[src/hw/rtl/cdsb_pkg.sv]
// ----------------------------------------------------------------------------
// cdsb_pkg
// Shared constants and types for the time-of-day clock with debounced
// set buttons: register indexes, time limits, reset values, press flags.
// ----------------------------------------------------------------------------
package cdsb_pkg;

	localparam int NUM_BUTTONS = 3;

	// Configuration register indexes
	localparam logic [2:0] CFG_DEBOUNCE_TICKS    = 3'd0;
	localparam logic [2:0] CFG_TICKS_PER_SECOND  = 3'd1;
	localparam logic [2:0] CFG_BRIGHT_LEVEL_ZERO = 3'd2;
	localparam logic [2:0] CFG_BRIGHT_LEVEL_ONE  = 3'd3;
	localparam logic [2:0] CFG_BRIGHT_LEVEL_TWO  = 3'd4;
	localparam logic [2:0] CFG_BRIGHT_LEVEL_THREE = 3'd5;

	// Time limits
	localparam logic [5:0] SECS_PER_MIN  = 6'd60;
	localparam logic [5:0] MINS_PER_HOUR = 6'd60;
	localparam logic [4:0] HOURS_PER_DAY = 5'd24;

	// Configuration reset values
	localparam logic [7:0]  RST_DEBOUNCE_TICKS   = 8'd4;
	localparam logic [15:0] RST_TICKS_PER_SECOND = 16'd16;
	localparam logic [7:0]  RST_BRIGHT_ZERO      = 8'd32;
	localparam logic [7:0]  RST_BRIGHT_ONE       = 8'd96;
	localparam logic [7:0]  RST_BRIGHT_TWO       = 8'd160;
	localparam logic [7:0]  RST_BRIGHT_THREE     = 8'd255;

	// Debounced presses accepted on one tick
	typedef struct packed {
		logic bright_press;
		logic hour_press;
		logic min_press;
	} press_t;

endpackage

[src/hw/rtl/cdsb_debounce.sv]
// ----------------------------------------------------------------------------
// cdsb_debounce
// One button debouncer: counts ticks of an unchanged raw level and moves it
// to the stable level once the count reaches the threshold.
// ----------------------------------------------------------------------------
module cdsb_debounce (
	input  logic       clk,
	input  logic       arst_n,
	input  logic       en,
	input  logic       raw,
	input  logic [7:0] debounce_ticks,
	output logic       press
);

	logic       prev_q;
	logic       stable_q;
	logic [7:0] settle_q;
	logic [7:0] settle_nx;
	logic       fire;

	// Clear on a level change, otherwise count up to the threshold
	always_comb begin
		if (raw != prev_q) begin
			settle_nx = 8'd0;
		end else if (settle_q < debounce_ticks) begin
			settle_nx = settle_q + 8'd1;
		end else begin
			settle_nx = settle_q;
		end
	end

	assign fire  = (settle_nx >= debounce_ticks) && (raw != stable_q);
	assign press = en && fire && !raw;

	// Hold state between ticks
	always_ff @(posedge clk or negedge arst_n) begin
		if (!arst_n) begin
			prev_q   <= 1'b1;
			stable_q <= 1'b1;
			settle_q <= 8'd0;
		end else if (en) begin
			prev_q   <= raw;
			settle_q <= settle_nx;
			if (fire) begin
				stable_q <= raw;
			end
		end
	end

endmodule

[src/hw/rtl/cdsb_timekeep.sv]
// ----------------------------------------------------------------------------
// cdsb_timekeep
// Time and brightness state: applies button presses, the tick prescaler,
// the minute-hold step and rollovers, and presents the next state.
// ----------------------------------------------------------------------------
module cdsb_timekeep (
	input  logic           clk,
	input  logic           arst_n,
	input  logic           advance,
	input  logic           mode,
	input  logic           min_raw,
	input  cdsb_pkg::press_t press,
	input  logic [15:0]    ticks_per_second,
	output logic [5:0]     sec_nx,
	output logic [5:0]     min_nx,
	output logic [4:0]     hour_nx,
	output logic [1:0]     stage_nx,
	output logic           refresh_nx
);

	logic [15:0] tick_q;
	logic [5:0]  sec_q;
	logic [5:0]  min_q;
	logic [4:0]  hour_q;
	logic [1:0]  stage_q;
	logic        hold_q;

	logic [15:0] tick_nx;
	logic        hold_nx;
	logic [16:0] tick_inc;

	// Work out the state after this item
	always_comb begin
		tick_inc   = {1'b0, tick_q} + 17'd1;
		tick_nx    = tick_q;
		sec_nx     = sec_q;
		min_nx     = min_q;
		hour_nx    = hour_q;
		stage_nx   = stage_q;
		hold_nx    = hold_q;
		refresh_nx = 1'b0;
		if (mode) begin
			// Pin change: arm or drop the minute hold
			hold_nx = !min_raw;
		end else begin
			if (press.min_press && !hold_q) begin
				sec_nx     = 6'd0;
				refresh_nx = 1'b1;
				if (min_nx == cdsb_pkg::MINS_PER_HOUR - 6'd1) begin
					min_nx  = 6'd0;
					hour_nx = (hour_nx == cdsb_pkg::HOURS_PER_DAY - 5'd1) ?
						5'd0 : hour_nx + 5'd1;
				end else begin
					min_nx = min_nx + 6'd1;
				end
			end
			if (press.hour_press) begin
				refresh_nx = 1'b1;
				hour_nx    = (hour_nx == cdsb_pkg::HOURS_PER_DAY - 5'd1) ?
					5'd0 : hour_nx + 5'd1;
			end
			if (press.bright_press) begin
				stage_nx = stage_nx + 2'd1;
			end
			// Second boundary
			if (tick_inc >= {1'b0, ticks_per_second}) begin
				tick_nx    = 16'd0;
				refresh_nx = 1'b1;
				if (hold_q) begin
					sec_nx  = 6'd0;
					hold_nx = 1'b0;
					min_nx  = (min_nx == 6'd0) ?
						cdsb_pkg::MINS_PER_HOUR - 6'd1 : min_nx - 6'd1;
				end else if (sec_nx == cdsb_pkg::SECS_PER_MIN - 6'd1) begin
					sec_nx = 6'd0;
					if (min_nx == cdsb_pkg::MINS_PER_HOUR - 6'd1) begin
						min_nx  = 6'd0;
						hour_nx = (hour_nx == cdsb_pkg::HOURS_PER_DAY - 5'd1) ?
							5'd0 : hour_nx + 5'd1;
					end else begin
						min_nx = min_nx + 6'd1;
					end
				end else begin
					sec_nx = sec_nx + 6'd1;
				end
			end else begin
				tick_nx = tick_inc[15:0];
			end
		end
	end

	// Commit state when the item moves on
	always_ff @(posedge clk or negedge arst_n) begin
		if (!arst_n) begin
			tick_q  <= 16'd0;
			sec_q   <= 6'd0;
			min_q   <= 6'd0;
			hour_q  <= 5'd0;
			stage_q <= 2'd0;
			hold_q  <= 1'b0;
		end else if (advance) begin
			tick_q  <= tick_nx;
			sec_q   <= sec_nx;
			min_q   <= min_nx;
			hour_q  <= hour_nx;
			stage_q <= stage_nx;
			hold_q  <= hold_nx;
		end
	end

endmodule

[src/hw/rtl/clock_with_debounced_set_buttons.sv]
// ----------------------------------------------------------------------------
// clock_with_debounced_set_buttons
// Time-of-day clock driven by tick and minute-pin events, with three
// debounced set buttons and a four-stage brightness selection.
// ----------------------------------------------------------------------------
// Path: an item is held in the input register until the result slot frees up,
//   then loads into the result register.
// Throughput: one item per cycle while the result stream is not stalled; the
//   time state updates in a single pass between the input and result registers.
// Reset: arst_n clears the clock to 00:00:00, stage 0, buttons released,
//   configuration to its defaults; no clearing pass is needed.
module clock_with_debounced_set_buttons (
	input  logic        clk,
	input  logic        arst_n,
	// Input stream
	input  logic        s_axis_tvalid,
	output logic        s_axis_tready,
	input  logic [7:0]  s_axis_tdata,  // min_level, hour_level, bright_level, zero pad
	input  logic        s_axis_tuser,  // mode
	// Result stream
	output logic        m_axis_tvalid,
	input  logic        m_axis_tready,
	output logic [31:0] m_axis_tdata,  // out_seconds, out_minutes, out_hours, out_stage,
	                                   // pwm_compare, display_refresh, zero pad
	// Configuration write port
	input  logic        cfg_we,
	input  logic [2:0]  cfg_index,
	input  logic [15:0] cfg_wdata
);

	logic [7:0]  debounce_ticks_q;
	logic [15:0] ticks_per_second_q;
	logic [7:0]  bright_q [4];

	logic        in_valid_s1;
	logic        mode_s1;
	logic [2:0]  raw_s1;
	logic        out_valid_s2;
	logic [31:0] result_s2;

	logic        advance;
	logic        tick_en;
	cdsb_pkg::press_t press;
	logic [5:0]  sec_nx;
	logic [5:0]  min_nx;
	logic [4:0]  hour_nx;
	logic [1:0]  stage_nx;
	logic        refresh_nx;

	// Configuration registers
	always_ff @(posedge clk or negedge arst_n) begin
		if (!arst_n) begin
			debounce_ticks_q   <= cdsb_pkg::RST_DEBOUNCE_TICKS;
			ticks_per_second_q <= cdsb_pkg::RST_TICKS_PER_SECOND;
			bright_q[0]        <= cdsb_pkg::RST_BRIGHT_ZERO;
			bright_q[1]        <= cdsb_pkg::RST_BRIGHT_ONE;
			bright_q[2]        <= cdsb_pkg::RST_BRIGHT_TWO;
			bright_q[3]        <= cdsb_pkg::RST_BRIGHT_THREE;
		end else if (cfg_we) begin
			case (cfg_index)
				cdsb_pkg::CFG_DEBOUNCE_TICKS:     debounce_ticks_q   <= cfg_wdata[7:0];
				cdsb_pkg::CFG_TICKS_PER_SECOND:   ticks_per_second_q <= cfg_wdata;
				cdsb_pkg::CFG_BRIGHT_LEVEL_ZERO:  bright_q[0]        <= cfg_wdata[7:0];
				cdsb_pkg::CFG_BRIGHT_LEVEL_ONE:   bright_q[1]        <= cfg_wdata[7:0];
				cdsb_pkg::CFG_BRIGHT_LEVEL_TWO:   bright_q[2]        <= cfg_wdata[7:0];
				cdsb_pkg::CFG_BRIGHT_LEVEL_THREE: bright_q[3]        <= cfg_wdata[7:0];
				default: ;
			endcase
		end
	end

	// Handshake: move the held item on when the result slot frees up
	assign advance       = in_valid_s1 && (!out_valid_s2 || m_axis_tready);
	assign s_axis_tready = !in_valid_s1 || advance;
	assign tick_en       = advance && !mode_s1;

	// Input register
	always_ff @(posedge clk or negedge arst_n) begin
		if (!arst_n) begin
			in_valid_s1 <= 1'b0;
		end else if (s_axis_tready) begin
			in_valid_s1 <= s_axis_tvalid;
		end
	end

	always_ff @(posedge clk) begin
		if (s_axis_tready && s_axis_tvalid) begin
			mode_s1 <= s_axis_tuser;
			raw_s1  <= s_axis_tdata[2:0];
		end
	end

	// Button debouncers
	cdsb_debounce u_db_min (
		.clk            (clk),
		.arst_n         (arst_n),
		.en             (tick_en),
		.raw            (raw_s1[0]),
		.debounce_ticks (debounce_ticks_q),
		.press          (press.min_press)
	);

	cdsb_debounce u_db_hour (
		.clk            (clk),
		.arst_n         (arst_n),
		.en             (tick_en),
		.raw            (raw_s1[1]),
		.debounce_ticks (debounce_ticks_q),
		.press          (press.hour_press)
	);

	cdsb_debounce u_db_bright (
		.clk            (clk),
		.arst_n         (arst_n),
		.en             (tick_en),
		.raw            (raw_s1[2]),
		.debounce_ticks (debounce_ticks_q),
		.press          (press.bright_press)
	);

	// Time and brightness state
	cdsb_timekeep u_timekeep (
		.clk              (clk),
		.arst_n           (arst_n),
		.advance          (advance),
		.mode             (mode_s1),
		.min_raw          (raw_s1[0]),
		.press            (press),
		.ticks_per_second (ticks_per_second_q),
		.sec_nx           (sec_nx),
		.min_nx           (min_nx),
		.hour_nx          (hour_nx),
		.stage_nx         (stage_nx),
		.refresh_nx       (refresh_nx)
	);

	// Result register
	always_ff @(posedge clk or negedge arst_n) begin
		if (!arst_n) begin
			out_valid_s2 <= 1'b0;
		end else if (advance) begin
			out_valid_s2 <= 1'b1;
		end else if (m_axis_tready) begin
			out_valid_s2 <= 1'b0;
		end
	end

	always_ff @(posedge clk) begin
		if (advance) begin
			result_s2 <= {4'd0, refresh_nx, bright_q[stage_nx], stage_nx,
				hour_nx, min_nx, sec_nx};
		end
	end

	assign m_axis_tvalid = out_valid_s2;
	assign m_axis_tdata  = result_s2;

`ifndef SYNTHESIS
	// Time fields stay in range on every shown result
	a_sec_range: assert property (@(posedge clk) disable iff (!arst_n)
		out_valid_s2 |-> (result_s2[5:0] < cdsb_pkg::SECS_PER_MIN))
		else $error("seconds out of range");

	a_min_range: assert property (@(posedge clk) disable iff (!arst_n)
		out_valid_s2 |-> (result_s2[11:6] < cdsb_pkg::MINS_PER_HOUR))
		else $error("minutes out of range");

	a_hour_range: assert property (@(posedge clk) disable iff (!arst_n)
		out_valid_s2 |-> (result_s2[16:12] < cdsb_pkg::HOURS_PER_DAY))
		else $error("hours out of range");

	// A pin-change event never asks for a display update
	a_event_no_refresh: assert property (@(posedge clk) disable iff (!arst_n)
		(advance && mode_s1) |=> (out_valid_s2 && !result_s2[27]))
		else $error("refresh raised by pin-change event");

	// Input stalls only while an item is held
	a_stall_held: assert property (@(posedge clk) disable iff (!arst_n)
		!s_axis_tready |-> (in_valid_s1 && out_valid_s2))
		else $error("input stalled with free slots");
`endif

endmodule
[config.mk]
export PLATFORM = sky130hd
export DESIGN_NAME = clock_with_debounced_set_buttons
export DESIGN_NICKNAME = d
export VERILOG_FILES = /design/src/hw/rtl/cdsb_pkg.sv /design/src/hw/rtl/cdsb_debounce.sv /design/src/hw/rtl/cdsb_timekeep.sv /design/src/hw/rtl/clock_with_debounced_set_buttons.sv
export SDC_FILE = /design/constraint.sdc
export NUM_CORES = 1
export LEC_CHECK = 0
export BUFFER_PORTS_ARGS = -buffer_cell sky130_fd_sc_hd__buf_2
export CAP_MARGIN = 0
export CORE_MARGIN = 2
export CORE_UTILIZATION = 62
export CTS_BUF_LIST = sky130_fd_sc_hd__clkbuf_16
export DETAILED_ROUTE_END_ITERATION = 6
export GPL_ROUTABILITY_DRIVEN = 0
export PLACE_DENSITY_LB_ADDON = 0.15
export SLEW_MARGIN = 25
export SYNTH_ARGS = -nofsm -noshare
export SYNTH_HDL_FRONTEND = slang
export SYNTH_HIERARCHICAL = 1
export SYNTH_SLANG_ARGS = --single-unit
[constraint.sdc]
create_clock -name clk -period 7.8 [get_ports clk]
set_input_delay 0.39 -clock clk [delete_from_list [all_inputs] [get_ports clk]]
set_output_delay 0.39 -clock clk [all_outputs]
set_load 0.01 [all_outputs]
==> impl_metrics.sql <==
INSERT INTO impl_metrics (metric_group, metric, value, unit) VALUES
('cts', 'clock_insertion_delay_worst_skew', '0.43', 'ns'),
('logic_synthesis', 'synthDominantAreaCellType', 'dfrtp_1', ''),
('place', 'dp.final_hpwl', '16180', 'um'),
('global_route', 'grt.overflow.total', '0', ''),
('cts', 'worst_setup_hold_path_clk_slew', '0.06', 'ns'),
('cts', 'clkSinkCount', '156', ''),
('global_route', 'groute.usage.overall', '27.63', '%'),
('worst_setup_path', 'crit_buf_inv', '4', ''),
('global_route', 'number_of_global_route_vias_before_repair', '7736', ''),
('worst_setup_path', 'cp_slowest_stage_delay', '0.81', 'ns'),
('worst_setup_path', 'timing.setup.critical_path_class', 'reg -> reg', ''),
('sta', 'fmax', '142.9', 'MHz'),
('global_route', 'met2_usage_grt', '43.30', '%'),
('detailed_routing', 'average_vias_per_placed_instance', '6.385', ''),
('detailed_routing', 'detailedRoute.firstIterationViolations', '942', ''),
('logic_synthesis', 'synth_most_common_cell', 'dfrtp_1', ''),
('hold_path', 'hp-class', 'in -> async', ''),
('worst_setup_path', 'timing.rr.end', 'm_axis_tdata[8]', ''),
('run_status', 'result_of_the_run', 'finished, final reports clean', ''),
('floorplan', 'die-width', '133.7', 'um'),
('worst_setup_path', 'worst-endpoint-arrival', '7.15', 'ns'),
('detailed_routing', 'drt_pass1_iterations', '7', ''),
('power', 'power.share.switching', '35.81', '%'),
('finish', 'stdcell_count', '1289', ''),
('logic_synthesis', 'synth_ff_type', 'dfrtp_1', ''),
('finish', 'nets', '1162', ''),
('place', 'post_dp_cell_area', '0.01083', 'mm2'),
('sta', 'worst_pin_slew', '1.008', 'ns'),
('cts', 'tritoncts', 'yes', ''),
('place', 'place_inst', '1257', ''),
('global_route', 'global_route.usage.met1', '39.87', '%'),
('finish', 'seq_area', '0.004090', 'mm2'),
('power', 'power_density', '270.9', 'mW/mm2'),
('worst_setup_path', 'critical_path.cell_chain', 'inv_1 -> ha_1 -> a211oi_2 -> o21a_2 -> o21ai_2 -> o311ai_1 -> o21ai_0 -> ha_1 -> o211ai_1 -> o32a_1 -> nor3b_1 -> buf_4 -> nor2b_1 -> mux2i_1 -> inv_1 -> ha_1 -> inv_1 -> a2111oi_0 -> and2_1 -> a211oi_1 -> a2111oi_0 -> o31ai_1', ''),
('sta', 'hold_ws', '0.02351', 'ns'),
('cts', 'post_cts_buffers', '0', ''),
('logic_synthesis', 'netlist_top_cells_count', '103 x dfrtp_1, 92 x nand2_1, 73 x ha_1, 69 x mux2_2, 56 x o21ai_0', ''),
('power', 'seqPwrFrac', '39.7', '%'),
('power', 'power.ir.vdd_worst', '0.2093', 'mV'),
('cts', 'cts_max_path_buffers', '2', ''),
('worst_setup_path', 'path_max_fanout', '13', ''),
('worst_setup_path', 'start_kind', 'register', ''),
('detailed_routing', 'postRouteAntennaNets', '0', ''),
('logic_synthesis', 'netlist_top_cells_area', 'dfrtp_1 25%, edfxtp_1 9.2%, ha_1 8.8%, mux2_2 7.5%, dfstp_2 5.3%', ''),
('sta', 'hold_violations', '0', ''),
('worst_setup_path', 'r2r_slack', '0.80', 'ns'),
('sta', 'slew_violations', '0', ''),
('sta', 'final.period_utilization', '89.75', '%'),
('power', 'p_comb_share', '34.2', '%'),
('logic_synthesis', 'synth_warnings', '6', ''),
('logic_synthesis', 'yosysSeqAreaShare', '39.22', '%'),
('worst_setup_path', 'critPathSlowestCell', 'a2111oi_0', ''),
('power', 'cell_internal_pwr', '0.001982', 'W'),
('cts', 'cts_root_buf', 'clkbuf_16', ''),
('sta', 'fin_worst_skew', '0.008450', 'ns'),
('sta', 'setup_ws', '0.7998', 'ns'),
('logic_synthesis', 'ys_types', '91', ''),
('sta', 'rsz0062_at_grt', 'false', ''),
('global_route', 'met3_usage', '4.718', '%'),
('worst_setup_path', 'critPathRequiredTime', '7.95', 'ns'),
('global_route', 'grt_first_pass_wirelength', '39270', 'um'),
('power', 'power.leakage', '4.843', 'nW'),
('worst_setup_path', 'worst_path_dominant_cell_family', 'compound AO/OA/AOI/OAI gates', ''),
('sta', 'finalSetupTns', '0', 'ns'),
('finish', 'fill_cells', '1254', ''),
('logic_synthesis', 'synth_largest_type_area_fraction', '24.72', '%'),
('detailed_routing', 'vias', '8230', ''),
('finish', 'antenna_cells', '0', ''),
('floorplan', 'io_pins', '67', ''),
('logic_synthesis', 'mappedNetlistArea', '0.01043', 'mm2'),
('floorplan', 'initial_core_util', '63.11', '%');
## metrics by stage
stage | utilization [%] | total power [W]
finish | 68.98 | 0.003088
global route | 68.98 | 0.003286
CTS | 68.98 | 0.003084
detailed placement | 65.52 | 0.002260
global placement | 65.47 | 0.002220
floorplan | - | 0.001991
## cell usage in the layout (no fill, tap or decap), types with 10 or more instances in the layout
cell type  Yosys  routed
and2_1        12      11
dfstp_2       21      21
nor2_1        38      38
xnor2_1       26      25
inv_1         47      50
a22o_1        13      13
a21oi_1       45      45
o211ai_1      12      12
or3_1         10      10
buf_4          7      10
mux2_2        69      69
a211oi_1      11      11
a31oi_1       11      11
nor3_1        11      11
nand3_1       35      35
clkbuf_16      0      18
mux2_4        10      10
dfrtp_1      103     103
ha_1          73      73
buf_2         10      56
o21ai_0       56      56
nand2_1       92      92
edfxtp_1      32      32
nand2b_1      23      23
a21o_1        18      18
## power by group through the flow
stage | sequential (W) | combinational, W | clock [W]
global route | 0.00125 | 0.00118 | 0.000854
finish | 0.00122 | 0.00106 | 0.000808
detailed placement | 0.00123 | 0.00103 | 0
global placement | 0.00122 | 0.000995 | 0
floorplan | 0.00118 | 0.000816 | 0
CTS | 0.00122 | 0.00105 | 0.000819
## registers in the layout (all words and copies together), names as in the netlist, 5 cells and up
register / count
m_axis_tdata: 28
debounce_ticks_q: 8
u_db_bright/settle_q: 8
bright_q: 32
u_db_hour/settle_q: 8
u_timekeep/sec_q: 6
ticks_per_second_q: 16
u_db_min/settle_q: 8
u_timekeep/min_q: 6
u_timekeep/hour_q: 5
u_timekeep/tick_q: 16
## layout make-up
| class | count | share of cell area (%) |
|---|---|---|
| clock buffer | 18 | 3.952 |
| clock inverter | 14 | 1.065 |
| inverter | 49 | 1.614 |
| multi-input combinational | 766 | 51.95 |
| sequential | 156 | 35.88 |
| tap | 220 | 2.415 |
| timing repair buffer | 66 | 3.117 |
## per-layer routing
| layer | part of all wire (%) | vias up |
|---|---|---|
| li1 | - | 3877 |
| met1 | 47 | 4036 |
| met2 | 46 | 284 |
| met3 | 5.5 | 33 |
| met4 | 1.4 | 0 |
| met5 | 0 | - |
## worst max-delay path by stage
stage                         from               end  slack [ns]  cells after the start
3_5_place_dp   debounce_ticks_q[2]   m_axis_tdata[8]        1.17                     22
6_report       debounce_ticks_q[2]   m_axis_tdata[8]        0.80                     22
2_1_floorplan  debounce_ticks_q[2]  m_axis_tdata[15]        1.83                     27
4_1_cts        debounce_ticks_q[2]   m_axis_tdata[8]        1.09                     22
3_3_place_gp   debounce_ticks_q[2]   m_axis_tdata[8]        1.28                     22
5_1_grt        debounce_ticks_q[2]   m_axis_tdata[8]        0.35                     22
## cell families (layout without fill, tap and decap cells)
| logic type | Yosys count | after routing | share of synthesized area (%) |
|---|---|---|---|
| mux | 89 | 89 | 10.81 |
| buf+inv | 98 | 147 | 4.259 |
| flops | 156 | 156 | 39.22 |
| compound gates | 257 | 257 | 17.28 |
| xor+xnor | 39 | 39 | 3.623 |
| fa+ha+maj | 73 | 73 | 8.758 |
| other cells | 1 | 4 | 0.03596 |
| simple gates | 304 | 304 | 16.02 |
(Power assumes the default switching activity.)
